File: config.mk
export PLATFORM = sky130hd
export DESIGN_NAME = json_string_unescape_utf8
export DESIGN_NICKNAME = d
export VERILOG_FILES = /design/src/rtl/core/jsu_pkg.sv /design/src/rtl/core/jsu_front.sv /design/src/rtl/core/jsu_queue.sv /design/src/rtl/core/jsu_back.sv /design/src/rtl/core/json_string_unescape_utf8.sv
export SDC_FILE = /design/constraint.sdc
export NUM_CORES = 1
export LEC_CHECK = 0
export BUFFER_PORTS_ARGS = -buffer_cell sky130_fd_sc_hd__buf_2
export CORE_MARGIN = 2
export CORE_UTILIZATION = 45
export CTS_BUF_LIST = sky130_fd_sc_hd__clkbuf_8
export DETAILED_ROUTE_END_ITERATION = 6
export PLACE_DENSITY_LB_ADDON = 0.1
export SLEW_MARGIN = 20
export SYNTH_ARGS = -nofsm -noshare
export SYNTH_HDL_FRONTEND = slang
export SYNTH_SLANG_ARGS = --single-unit
export TNS_END_PERCENT = 30
File: constraint.sdc
create_clock -name clk -period 4.43 [get_ports clk]
set_input_delay 0.886 -clock clk [delete_from_list [all_inputs] [get_ports clk]]
set_output_delay 0.886 -clock clk [all_outputs]
set_load 0.02 [all_outputs]
File: src/rtl/core/jsu_pkg.sv
// jsu_pkg: shared types, codes and helper functions for the JSON string unescaper.
// Used by jsu_front, jsu_queue, jsu_back and json_string_unescape_utf8.
// No dependencies.
`default_nettype none

package jsu_pkg;

  // decoder modes
  localparam logic [2:0] MODE_IDLE = 3'd0;
  localparam logic [2:0] MODE_STR  = 3'd1;
  localparam logic [2:0] MODE_ESC  = 3'd2;
  localparam logic [2:0] MODE_HEX  = 3'd3;
  localparam logic [2:0] MODE_PBS  = 3'd4;
  localparam logic [2:0] MODE_PU   = 3'd5;

  // result kinds
  localparam logic [1:0] KIND_DATA = 2'd0;
  localparam logic [1:0] KIND_END  = 2'd1;
  localparam logic [1:0] KIND_ERR  = 2'd2;

  // error codes
  localparam logic [2:0] ERR_HEX    = 3'd0;
  localparam logic [2:0] ERR_LONE   = 3'd1;
  localparam logic [2:0] ERR_MISS   = 3'd2;
  localparam logic [2:0] ERR_LOW    = 3'd3;
  localparam logic [2:0] ERR_UNTERM = 3'd4;

  // characters of interest
  localparam logic [7:0] CH_NUL    = 8'h00;
  localparam logic [7:0] CH_QUOTE  = 8'h22;
  localparam logic [7:0] CH_BSLASH = 8'h5C;
  localparam logic [7:0] CH_SLASH  = 8'h2F;
  localparam logic [7:0] CH_B      = 8'h62;
  localparam logic [7:0] CH_F      = 8'h66;
  localparam logic [7:0] CH_N      = 8'h6E;
  localparam logic [7:0] CH_R      = 8'h72;
  localparam logic [7:0] CH_T      = 8'h74;
  localparam logic [7:0] CH_U      = 8'h75;

  // surrogate bounds
  localparam logic [15:0] HI_SUR_MIN = 16'hD800;
  localparam logic [15:0] HI_SUR_MAX = 16'hDBFF;
  localparam logic [15:0] LO_SUR_MIN = 16'hDC00;
  localparam logic [15:0] LO_SUR_MAX = 16'hDFFF;
  localparam logic [20:0] SUPP_BASE  = 21'h10000;

  // one decoded input byte: up to four results, cnt holds count minus one
  typedef struct packed {
    logic [1:0]      cnt;
    logic [1:0]      kind;
    logic [2:0]      err;
    logic [3:0][7:0] bytes;
  } jsu_job_t;

  // {valid, value}
  function automatic logic [4:0] hex_digit(input logic [7:0] c);
    logic [4:0] r;
    r = 5'd0;
    if (c >= 8'h30 && c <= 8'h39)      r = {1'b1, 4'(c - 8'h30)};
    else if (c >= 8'h41 && c <= 8'h46) r = {1'b1, 4'(c - 8'h37)};
    else if (c >= 8'h61 && c <= 8'h66) r = {1'b1, 4'(c - 8'h57)};
    return r;
  endfunction

  function automatic jsu_job_t encode_utf8(input logic [20:0] cp);
    jsu_job_t j;
    j = '0;
    j.kind = KIND_DATA;
    if (cp <= 21'h7F) begin
      j.cnt      = 2'd0;
      j.bytes[0] = cp[7:0];
    end else if (cp <= 21'h7FF) begin
      j.cnt      = 2'd1;
      j.bytes[0] = {3'b110, cp[10:6]};
      j.bytes[1] = {2'b10, cp[5:0]};
    end else if (cp <= 21'hFFFF) begin
      j.cnt      = 2'd2;
      j.bytes[0] = {4'b1110, cp[15:12]};
      j.bytes[1] = {2'b10, cp[11:6]};
      j.bytes[2] = {2'b10, cp[5:0]};
    end else begin
      j.cnt      = 2'd3;
      j.bytes[0] = {5'b11110, cp[20:18]};
      j.bytes[1] = {2'b10, cp[17:12]};
      j.bytes[2] = {2'b10, cp[11:6]};
      j.bytes[3] = {2'b10, cp[5:0]};
    end
    return j;
  endfunction

  function automatic jsu_job_t single(input logic [1:0] kind, input logic [7:0] b,
                                      input logic [2:0] err);
    jsu_job_t j;
    j = '0;
    j.kind     = kind;
    j.bytes[0] = b;
    j.err      = err;
    return j;
  endfunction

endpackage

`default_nettype wire

File: src/rtl/core/jsu_front.sv
// jsu_front: byte classifier and escape decoder; turns each accepted byte into a job.
// Depends on jsu_pkg.
`default_nettype none

module jsu_front
  import jsu_pkg::*;
(
  input  wire logic     clk,
  input  wire logic     rst_n,
  input  wire logic     in_tvalid,
  output logic          in_tready,
  input  wire logic [7:0] in_tdata,
  input  wire logic     q_full,
  output logic          q_push,
  output jsu_job_t      q_job
);

  logic [2:0]  mode_r, mode_nxt;
  logic [15:0] hex_r, hex_nxt;
  logic [1:0]  dcnt_r, dcnt_nxt;
  logic [9:0]  high_r, high_nxt;
  logic        pair_r, pair_nxt;

  logic        acc;
  logic        emit;
  jsu_job_t    job;
  logic [4:0]  hd;
  logic [15:0] cp16;
  logic        in_str;

  assign in_tready = !q_full;
  assign acc       = in_tvalid && in_tready;
  assign hd        = hex_digit(in_tdata);
  assign cp16      = {hex_r[11:0], hd[3:0]};
  assign in_str    = (mode_r >= MODE_STR) && (mode_r <= MODE_PU);

  always_comb begin
    mode_nxt = mode_r;
    hex_nxt  = hex_r;
    dcnt_nxt = dcnt_r;
    high_nxt = high_r;
    pair_nxt = pair_r;
    emit     = 1'b0;
    job      = '0;
    if (in_str && in_tdata == CH_NUL) begin
      mode_nxt = MODE_IDLE; pair_nxt = 1'b0; dcnt_nxt = 2'd0;
      emit = 1'b1; job = single(KIND_ERR, 8'h00, ERR_UNTERM);
    end else begin
      case (mode_r)
        MODE_STR: begin
          if (in_tdata == CH_QUOTE) begin
            mode_nxt = MODE_IDLE;
            emit = 1'b1; job = single(KIND_END, 8'h00, ERR_HEX);
          end else if (in_tdata == CH_BSLASH) begin
            mode_nxt = MODE_ESC;
          end else begin
            emit = 1'b1; job = single(KIND_DATA, in_tdata, ERR_HEX);
          end
        end
        MODE_ESC: begin
          mode_nxt = MODE_STR;
          case (in_tdata)
            CH_BSLASH, CH_QUOTE, CH_SLASH: begin
              emit = 1'b1; job = single(KIND_DATA, in_tdata, ERR_HEX);
            end
            CH_B: begin emit = 1'b1; job = single(KIND_DATA, 8'h08, ERR_HEX); end
            CH_F: begin emit = 1'b1; job = single(KIND_DATA, 8'h0C, ERR_HEX); end
            CH_N: begin emit = 1'b1; job = single(KIND_DATA, 8'h0A, ERR_HEX); end
            CH_R: begin emit = 1'b1; job = single(KIND_DATA, 8'h0D, ERR_HEX); end
            CH_T: begin emit = 1'b1; job = single(KIND_DATA, 8'h09, ERR_HEX); end
            CH_U: begin
              mode_nxt = MODE_HEX; hex_nxt = 16'h0; dcnt_nxt = 2'd0; pair_nxt = 1'b0;
            end
            default: ;
          endcase
        end
        MODE_HEX: begin
          if (!hd[4]) begin
            mode_nxt = MODE_IDLE; pair_nxt = 1'b0; dcnt_nxt = 2'd0;
            emit = 1'b1; job = single(KIND_ERR, 8'h00, ERR_HEX);
          end else begin
            hex_nxt = cp16;
            if (dcnt_r == 2'd3) begin
              dcnt_nxt = 2'd0;
              if (pair_r) begin
                pair_nxt = 1'b0;
                if (cp16 < LO_SUR_MIN || cp16 > LO_SUR_MAX) begin
                  mode_nxt = MODE_IDLE;
                  emit = 1'b1; job = single(KIND_ERR, 8'h00, ERR_LOW);
                end else begin
                  mode_nxt = MODE_STR;
                  emit = 1'b1; job = encode_utf8(SUPP_BASE + {1'b0, high_r, cp16[9:0]});
                end
              end else if (cp16 >= HI_SUR_MIN && cp16 <= HI_SUR_MAX) begin
                high_nxt = cp16[9:0];
                mode_nxt = MODE_PBS;
              end else if (cp16 >= LO_SUR_MIN && cp16 <= LO_SUR_MAX) begin
                mode_nxt = MODE_IDLE;
                emit = 1'b1; job = single(KIND_ERR, 8'h00, ERR_LONE);
              end else begin
                mode_nxt = MODE_STR;
                emit = 1'b1; job = encode_utf8({5'd0, cp16});
              end
            end else begin
              dcnt_nxt = dcnt_r + 2'd1;
            end
          end
        end
        MODE_PBS: begin
          if (in_tdata != CH_BSLASH) begin
            mode_nxt = MODE_IDLE; pair_nxt = 1'b0; dcnt_nxt = 2'd0;
            emit = 1'b1; job = single(KIND_ERR, 8'h00, ERR_MISS);
          end else begin
            mode_nxt = MODE_PU;
          end
        end
        MODE_PU: begin
          if (in_tdata != CH_U) begin
            mode_nxt = MODE_IDLE; pair_nxt = 1'b0; dcnt_nxt = 2'd0;
            emit = 1'b1; job = single(KIND_ERR, 8'h00, ERR_MISS);
          end else begin
            mode_nxt = MODE_HEX; hex_nxt = 16'h0; dcnt_nxt = 2'd0; pair_nxt = 1'b1;
          end
        end
        default: begin
          mode_nxt = (in_tdata == CH_QUOTE) ? MODE_STR : MODE_IDLE;
        end
      endcase
    end
  end

  assign q_push = acc && emit;
  assign q_job  = job;

  always_ff @(posedge clk) begin
    if (!rst_n) begin
      mode_r <= MODE_IDLE;
      hex_r  <= 16'h0;
      dcnt_r <= 2'd0;
      high_r <= 10'h0;
      pair_r <= 1'b0;
    end else if (acc) begin
      mode_r <= mode_nxt;
      hex_r  <= hex_nxt;
      dcnt_r <= dcnt_nxt;
      high_r <= high_nxt;
      pair_r <= pair_nxt;
    end
  end

endmodule

`default_nettype wire

File: src/rtl/core/jsu_queue.sv
// jsu_queue: short job queue between the decoder front and the result serialiser.
// Depends on jsu_pkg.
`default_nettype none

module jsu_queue
  import jsu_pkg::*;
#(
  parameter int DEPTH = 4
) (
  input  wire logic     clk,
  input  wire logic     rst_n,
  input  wire logic     push,
  input  wire jsu_job_t push_job,
  output logic          full,
  input  wire logic     pop,
  output logic          head_valid,
  output jsu_job_t      head_job
);

  localparam int PTR_W = (DEPTH > 1) ? $clog2(DEPTH) : 1;
  localparam int CNT_W = $clog2(DEPTH + 1);

  jsu_job_t         slots_r [DEPTH];
  logic [PTR_W-1:0] wr_r, wr_nxt;
  logic [PTR_W-1:0] rd_r, rd_nxt;
  logic [CNT_W-1:0] cnt_r, cnt_nxt;
  logic             do_push, do_pop;

  assign full       = (cnt_r == CNT_W'(DEPTH));
  assign head_valid = (cnt_r != '0);
  assign head_job   = slots_r[rd_r];
  assign do_push    = push && !full;
  assign do_pop     = pop && head_valid;

  always_comb begin
    wr_nxt  = wr_r;
    rd_nxt  = rd_r;
    cnt_nxt = cnt_r;
    if (do_push) wr_nxt = (wr_r == PTR_W'(DEPTH - 1)) ? '0 : wr_r + PTR_W'(1);
    if (do_pop)  rd_nxt = (rd_r == PTR_W'(DEPTH - 1)) ? '0 : rd_r + PTR_W'(1);
    if (do_push && !do_pop) cnt_nxt = cnt_r + CNT_W'(1);
    else if (do_pop && !do_push) cnt_nxt = cnt_r - CNT_W'(1);
  end

  always_ff @(posedge clk) begin
    if (!rst_n) begin
      wr_r  <= '0;
      rd_r  <= '0;
      cnt_r <= '0;
    end else begin
      wr_r  <= wr_nxt;
      rd_r  <= rd_nxt;
      cnt_r <= cnt_nxt;
    end
  end

  always_ff @(posedge clk) begin
    if (do_push) slots_r[wr_r] <= push_job;
  end

endmodule

`default_nettype wire

File: src/rtl/core/jsu_back.sv
// jsu_back: serialises queued jobs into result beats, one per cycle while out_tready is high, tlast on the final one.
// Depends on jsu_pkg.
`default_nettype none

module jsu_back
  import jsu_pkg::*;
(
  input  wire logic     clk,
  input  wire logic     rst_n,
  input  wire logic     q_valid,
  input  wire jsu_job_t q_job,
  output logic          q_pop,
  output logic          out_tvalid,
  input  wire logic     out_tready,
  output logic [15:0]   out_tdata,
  output logic [1:0]    out_tuser,
  output logic          out_tlast
);

  jsu_job_t   job_r;
  logic [1:0] idx_r;
  logic       busy_r;
  logic       take, final_beat, load;

  assign take       = busy_r && out_tready;
  assign final_beat = (idx_r == job_r.cnt);
  assign load       = q_valid && (!busy_r || (take && final_beat));
  assign q_pop      = load;

  assign out_tvalid = busy_r;
  assign out_tuser  = job_r.kind;
  assign out_tdata  = {5'd0, job_r.err, job_r.bytes[idx_r]};
  assign out_tlast  = final_beat;

  always_ff @(posedge clk) begin
    if (!rst_n) begin
      busy_r <= 1'b0;
      idx_r  <= 2'd0;
    end else if (load) begin
      busy_r <= 1'b1;
      idx_r  <= 2'd0;
    end else if (take) begin
      if (final_beat) busy_r <= 1'b0;
      else            idx_r  <= idx_r + 2'd1;
    end
  end

  always_ff @(posedge clk) begin
    if (load) job_r <= q_job;
  end

endmodule

`default_nettype wire

File: src/rtl/core/json_string_unescape_utf8.sv
// json_string_unescape_utf8: byte-serial JSON string unescaper with UTF-8 output.
// Path: an accepted byte's job is registered in the job queue, then in the output stage.
// Throughput: one input byte per cycle while the job queue is not full; one result beat per
// cycle while out_tready is high; a \u escape giving four UTF-8 bytes is absorbed by the job queue.
// Reset: rst_n synchronous, active low; clears decoder mode, queue and output stage.
// Depends on jsu_pkg, jsu_front, jsu_queue, jsu_back.
`default_nettype none

module json_string_unescape_utf8
  import jsu_pkg::*;
#(
  parameter int QUEUE_DEPTH = 4
) (
  input  wire logic        clk,
  input  wire logic        rst_n,
  input  wire logic        in_tvalid,
  output logic             in_tready,
  input  wire logic [7:0]  in_tdata,   // [7:0] in_byte
  output logic             out_tvalid,
  input  wire logic        out_tready,
  output logic [15:0]      out_tdata,  // [7:0] data_byte, [10:8] err_code, rest zero
  output logic [1:0]       out_tuser,  // [1:0] kind
  output logic             out_tlast
);

  // Front: decode each accepted byte into a job of one to four results, or into none.
  // A byte that gives no result pushes nothing.
  logic     q_push, q_full, q_pop, q_valid;
  jsu_job_t q_in_job, q_head_job;

  jsu_front u_front (
    .clk       (clk),
    .rst_n     (rst_n),
    .in_tvalid (in_tvalid),
    .in_tready (in_tready),
    .in_tdata  (in_tdata),
    .q_full    (q_full),
    .q_push    (q_push),
    .q_job     (q_in_job)
  );

  // Queue: decouple the decoder from the output so either side may stall.
  jsu_queue #(.DEPTH(QUEUE_DEPTH)) u_queue (
    .clk        (clk),
    .rst_n      (rst_n),
    .push       (q_push),
    .push_job   (q_in_job),
    .full       (q_full),
    .pop        (q_pop),
    .head_valid (q_valid),
    .head_job   (q_head_job)
  );

  // Back: hold one job in the output register and advance one beat per transfer.
  jsu_back u_back (
    .clk        (clk),
    .rst_n      (rst_n),
    .q_valid    (q_valid),
    .q_job      (q_head_job),
    .q_pop      (q_pop),
    .out_tvalid (out_tvalid),
    .out_tready (out_tready),
    .out_tdata  (out_tdata),
    .out_tuser  (out_tuser),
    .out_tlast  (out_tlast)
  );

  // End markers and errors are always single, final beats.
  a_single_ctl: assert property (@(posedge clk) disable iff (!rst_n)
    (out_tvalid && out_tuser != KIND_DATA) |-> out_tlast)
    else $error("end or error beat without tlast");

  // Only the three defined kinds ever leave the block.
  a_kind_range: assert property (@(posedge clk) disable iff (!rst_n)
    out_tvalid |-> (out_tuser == KIND_DATA || out_tuser == KIND_END ||
                    out_tuser == KIND_ERR))
    else $error("undefined result kind");

  // A push never lands on a full queue.
  a_no_overflow: assert property (@(posedge clk) disable iff (!rst_n)
    q_push |-> !q_full)
    else $error("job pushed into full queue");

endmodule

`default_nettype wire

# Word level (Yosys, flattened, before mapping)
# Memory sizes are Yosys's and may differ from the RTL's. A register that Yosys moved wholly into a read port is not among the register bits.
# Index checks and enable logic that the tools add are counted.
# totals
elab_cells	196
register_bits	38
ram_bits	156
output_inout_bits	21
inputBits	12
memories	1
# mem_list
name	words	width	rd	rd_ports_with_merged_regs	wr	line	text
u_queue.slots_r	4	39	1	1	1	jsu_queue.sv:23	jsu_job_t slots_r [DEPTH];
# classes
eq_ne	28
addsub	10
reduce_logical	39
bitwise	4
order_cmp	20
muxes	84
# ops
operator	n
$mux 39	8
$pmux 39 s5	1
$mux 37	2
$eq 8x7->1 const B	7
$mux 16	3
$mux 8	6
$pmux 8 s6	1
$mux 12	3
$pmux 12 s3	1
$ge 16x16->1 const B	2
$le 16x16->1 const B	2
$mux 3	10
$mux 2	13
$mux 1	25
$mux 24	1
$mux 22	1
$add 17x20->21 const A	1
$le 21x11->1 const B	1
$le 21x16->1 const B	1
$le 21x7->1 const B	1
$bmux 8 s2	1
$eq 8x6->1 const B	2
$ge 8x7->1 const B	2
$gt 16x16->1 const B	1
49 further kinds	89

# Logic depth before layout (Yosys ltp)
# logic_depth
word_depth	19
depth_mapped	15
mapped_depth_nobuf	14

# Cells and area by module
# Synthesis repeated with hierarchy kept, for this count alone.
# unflattened
cells_unflattened	821
hier_area_um2	11131.9
# modules_own_cells
mod	n_inst	cells_each	area_per_inst_um2
jsu_queue	1	254	6094.6
jsu_front	1	484	3399.5
jsu_back	1	83	1637.8

# Worst setup path after synthesis
# OpenSTA, ideal clock, no wires.
# synth_path
path_kind	input to register
start	input port in_tdata[3]
end	memory u_queue.slots_r[3][0] (netlist bit), enable pin
arrival_time_ns	3.634
required_time_ns	4.035
setup_time_ns	0.395
cell_stages	7
slack_ns	0.400
path_cell_list	buf_6 > clkbuf_1 > or4_1 > or3_1 > o211a_1 > a311oi_2 > and2_1
# synth_via
elab_chain_len	17
elab_cells_between_ends	46
# synth_rtl
item	line	text
start: declaration	json_string_unescape_utf8.sv:18	input wire logic [7:0] in_tdata,
$ge 8x7->1 / $le 8x7->1 (equally long branches)	jsu_pkg.sv:61	else if (c >= 8'h61 && c <= 8'h66) r = {1'b1, 4'(c - 8'h57)};
$logic_and 1x1->1	jsu_pkg.sv:61	
$mux 5	jsu_pkg.sv:61	
$mux 5	jsu_pkg.sv:60	else if (c >= 8'h41 && c <= 8'h46) r = {1'b1, 4'(c - 8'h37)};
$mux 5	jsu_pkg.sv:59	if (c >= 8'h30 && c <= 8'h39) r = {1'b1, 4'(c - 8'h30)};
$ge 16x16->1 / $le 16x16->1 (equally long branches)	jsu_front.sv:94	end else if (cp16 >= HI_SUR_MIN && cp16 <= HI_SUR_MAX) begin
$logic_and 1x1->1	jsu_front.sv:94	
$mux 1	jsu_front.sv:94	
[... 2 more ...]	n/a	
$mux 1	jsu_front.sv:78	if (!hd[4]) begin
$pmux 1 s5	jsu_front.sv:49	case (mode_r)
$mux 1 (*)	jsu_front.sv:45	if (in_str && in_tdata == CH_NUL) begin
$logic_and 1x1->1 (*)	jsu_front.sv:132	assign q_push = acc && emit;
$logic_and 1x1->1 (*)	jsu_queue.sv:32	assign do_push = push && !full;
via u_queue.do_push	jsu_queue.sv:27	logic do_push, do_pop;
$mux 1 (*)	jsu_queue.sv:58	if (do_push) slots_r[wr_r] <= push_job;
$mux 1 (not written as such) (*)	jsu_queue.sv:58	
end: declaration	jsu_queue.sv:23	
# The timed path passes the listed nets; every way through them passes the cells marked *.

# Final worst setup path
# layout_path
start	input port in_tdata[0]
end	register u_queue.cnt_r[2]
# layout_via
elab_chain_len	18
elab_cells_between_ends	49
# layout_rtl
item	line	text
$ge 8x7->1 / $le 8x7->1 (equally long branches)	jsu_pkg.sv:61	
$logic_and 1x1->1	jsu_pkg.sv:61	
$mux 5	jsu_pkg.sv:61	
$mux 5	jsu_pkg.sv:60	
$mux 5	jsu_pkg.sv:59	
$ge 16x16->1 / $le 16x16->1 (equally long branches)	jsu_front.sv:94	
$logic_and 1x1->1	jsu_front.sv:94	
$mux 1	jsu_front.sv:94	
[... 3 more ...]	n/a	
$pmux 1 s5	jsu_front.sv:49	
$mux 1 (*)	jsu_front.sv:45	
$logic_and 1x1->1 (*)	jsu_front.sv:132	
$logic_and 1x1->1 (*)	jsu_queue.sv:32	
via u_queue.do_push	jsu_queue.sv:27	
$logic_not 1->1	jsu_queue.sv:42	else if (do_pop && !do_push) cnt_nxt = cnt_r - CNT_W'(1);
$logic_and 1x1->1	jsu_queue.sv:42	
$reduce_bool 2->1 (no line)	n/a	
end signal: assignment	jsu_queue.sv:53	cnt_r <= cnt_nxt;
end: declaration	jsu_queue.sv:26	logic [CNT_W-1:0] cnt_r, cnt_nxt;
# Marks and branches as above.
# A chain may end at the register's enable or synchronous reset.

==> reports/results.tsv <==
stage	metric	value	unit
outcome	status	completed	
clock_network	CTS Hold Buffers Added	0	
detailed_routing	Final ANT Viol Nets	0	
detailed_routing	final wirelength	22900	um
placement	Port Buf Inserts	27	
placement	dpl ws	135	ps
worst_setup_path	CP Capture Type	flop	
logic_synthesis	EDFF count, synth	175	
timing	Slew Viols, Final	0	
worst_setup_path	Worst EP arrival	4200	ps
clock_network	CTS tree	built	
cells_and_area	# nets final	796	
logic_synthesis	Yosys Warn Count	0	
floorplanning	Die Area	23300	sq um
cells_and_area	area of the multi-input gates	3610	sq um
pwr	PwrDens	444	nW/um^2
timing	Tcrit/Tclk final	0.851	
floorplanning	IO Count	33	
logic_synthesis	main flop type after synthesis	edfxtp_1	
grt	global-route total usage across every layer	0.200	
clock_network	Worst-path clk slew	50	ps
worst_setup_path	CP max FO	7	
pwr	maximum VDD drop	0.245	mV
cells_and_area	area grow syn2layout	11.7	%
clock_network	H-tree levels	2	
timing	Fin. Hold Viols	0	
logic_synthesis	Post-Syn Instances	729	
worst_setup_path	Crit Path Category	input port to flop	
worst_setup_path	r2r worst-path depth	11	
placement	Final Wtd Congestion	0.946	
timing	Max-slew headroom	0.312	
floorplanning	die width	153	um
timing	Setup violations, final	0	
detailed_routing	drt first-iter violations	423	
worst_setup_path	worst reg2reg setup slack	1040	ps
timing	fmax	0.265	GHz
timing	final setup TNS	0	ps
logic_synthesis	Async SR Flop Fraction	0	
floorplanning	cell row count	54	
cells_and_area	final instance area	11100	sq um
timing	Final WS setup	662	ps
job	max-cap viol count	0	
floorplanning	core box area	21800	sq um
cells_and_area	# diodes	0	
cells_and_area	register area	6020	sq um
logic_synthesis	Synth top area share	0.529	
floorplanning	height of the die	153	um
detailed_routing	Remaining DRCs	0	
placement	detailed placement HPWL	15300	um
clock_network	CTS Buffer Depth	3	
detailed_routing	Initial DRT Pass Iterations	4	
logic_synthesis	count of different cell masters after synthesis	72	
pwr	Leakage	0.00346	uW
logic_synthesis	most frequent cells after synthesis	175 x edfxtp_1, 46 x nand2_1, 42 x mux4_2	
hold_path	Min-Delay Path Class	flop to flop	
clock_network	Post-CTS Setup Repair Bufs	0	
grt	largest net degree at the start of global routing	38	
cells_and_area	share of cells above drive strength 1	0.208	
clock_network	CTS Buf Count	37	
cells_and_area	Util after Layout	0.510	
worst_setup_path	reg2reg end	u_queue.cnt_r[2]$_SDFFE_PN0P_	
worst_setup_path	RR Startpoint	u_front.mode_r[1]$_SDFFE_PN0P_	
worst_setup_path	CP Launch Point	in_tdata[0]	
floorplanning	Starting Density	0.457	
grt	vias in the first global route	6224	
timing	Final Skew	20.8	ps
timing	Worst Hold Margin	487	ps
logic_synthesis	sequential-to-total area share from yosys stat	0.605	
detailed_routing	detail-routed via count per cell	5.83	
worst_setup_path	Worst setup SP type	input port	
grt	gr ovfl total	0	
logic_synthesis	FF+latch count, synth	213	
logic_synthesis	dominant cells by area after synthesis	edfxtp_1 53%, mux4_2 9.5%, dfxtp_1 7.7%	
detailed_routing	vias	6278	
timing	RSZ-0062 raised after global routing	no	
placement	Area after DPL	10400	sq um
worst_setup_path	Critical Path End	u_queue.cnt_r[2]$_SDFFE_PN0P_	
timing	Final min period	3770	ps
clock_network	clk_lat worst skew	530	ps
worst_setup_path	Crit path required time	4860	ps
logic_synthesis	count leader, synth	edfxtp_1	
logic_synthesis	Avg Cell Area, Syn	13.6	sq um
clock_network	Post-CTS Resized	0	
timing	Slew @ Worst Pin	1030	ps
logic_synthesis	Post-Syn Area	9940	sq um
grt	first-pass GRT wire length	35800	um
detailed_routing	WL/cell	21.3	um
grt	initial antenna violation count	0	
clock_network	root buffer cell	clkbuf_8	
logic_synthesis	top cell type by total area after synthesis	edfxtp_1	
clock_network	clock net sink count	213	
cells_and_area	fillers	1914	
layout by cell type, fill, tap and decap left out, types with 15 or more instances in the layout:
cell type  count
clkbuf_8      40
buf_2         27
nor2b_1       25
buf_4         19
mux2i_1       18
dfxtp_1       37
nor2_1        41
edfxtp_1     175
nand2_1       46
nand3_1       15
mux4_2        42
or3_1         18
inv_1         27
a21oi_1       27
o21ai_0       22
worst max-delay path: stages:
cell	delay (ps)
buf_2	150
inv_1	130
ha_1	330
nand2b_1	130
or3_1	480
a21boi_1	260
nor2_1	130
a311oi_2	310
ha_1	240
inv_1	70
fa_1	390
xor2_1	180
or3_1	310
a21boi_0	190
per-layer routing:
layer  up-vias  global-route usage  part of all wire
li1       2900                   -                 -
met1      3171               0.272              0.45
met2       167               0.328              0.48
met3        40              0.0407             0.044
met4         0              0.0547             0.020
met5         -                   0                 0
kinds of logic (layout without fill, tap and decap cells):
family / count (synthesis) / after routing / synth area share
buf+inv: 70 / 134 / 0.0332
other cells: 1 / 5 / 0.000377
xor+xnor: 8 / 8 / 0.00705
simple gates: 222 / 222 / 0.121
fa+ha+maj: 14 / 14 / 0.0184
compound gates: 138 / 138 / 0.0982
flops: 213 / 213 / 0.605
mux: 63 / 63 / 0.117
worst min-delay path by stage:
| stage | endpoint | cells after the start | startpoint |
|---|---|---|---|
| 3_3_place_gp | u_front.dcnt_r[1]$_SDFFE_PN0P_ | 2 | u_front.dcnt_r[1]$_SDFFE_PN0P_ |
| 4_1_cts | u_front.dcnt_r[0]$_SDFFE_PN0P_ | 2 | u_front.dcnt_r[0]$_SDFFE_PN0P_ |
| 6_report | u_front.dcnt_r[0]$_SDFFE_PN0P_ | 2 | u_front.dcnt_r[0]$_SDFFE_PN0P_ |
| 5_1_grt | u_front.dcnt_r[1]$_SDFFE_PN0P_ | 2 | u_front.dcnt_r[1]$_SDFFE_PN0P_ |
| 3_5_place_dp | u_front.dcnt_r[1]$_SDFFE_PN0P_ | 2 | u_front.dcnt_r[1]$_SDFFE_PN0P_ |
| 2_1_floorplan | u_front.dcnt_r[1]$_SDFFE_PN0P_ | 2 | u_front.dcnt_r[1]$_SDFFE_PN0P_ |
where the power goes:
group / switching [uW] / internal, uW
combinational: 426 / 321
sequential: 116 / 2400
clock: 768 / 899
total: 1310 / 3620
flip-flops by register name, indices dropped and copies added, names as in the netlist:
signal             flops
u_back.idx_r           2
u_back.job_r          30
u_back.out_tdata       3
u_back.out_tuser       2
u_back.out_tvalid      1
u_front.dcnt_r         2
u_front.hex_r         12
u_front.high_r        10
u_front.mode_r         3
u_front.pair_r         1
u_queue.cnt_r          3
u_queue.rd_r           2
u_queue.slots_r      140
u_queue.wr_r           2
final cells by class:
| cell class | count | share of cell area |
|---|---|---|
| clock buffers | 40 | 0.0496 |
| clock inverters | 26 | 0.0134 |
| inverters | 18 | 0.00609 |
| multi-input cells | 450 | 0.325 |
| flip-flops and latches | 213 | 0.542 |
| well taps | 280 | 0.0316 |
| repair buffers | 50 | 0.0322 |
stage by stage:
stage / cells / power [uW]
6_report: 1077 / 4930
5_1_grt: 1077 / 5170
4_1_cts: 1077 / 5000
3_5_place_dp: 1011 / 3330
3_3_place_gp: 1011 / 3310
2_1_floorplan: 733 / 3100
Note: power is estimated with default switching activity, not from simulation.
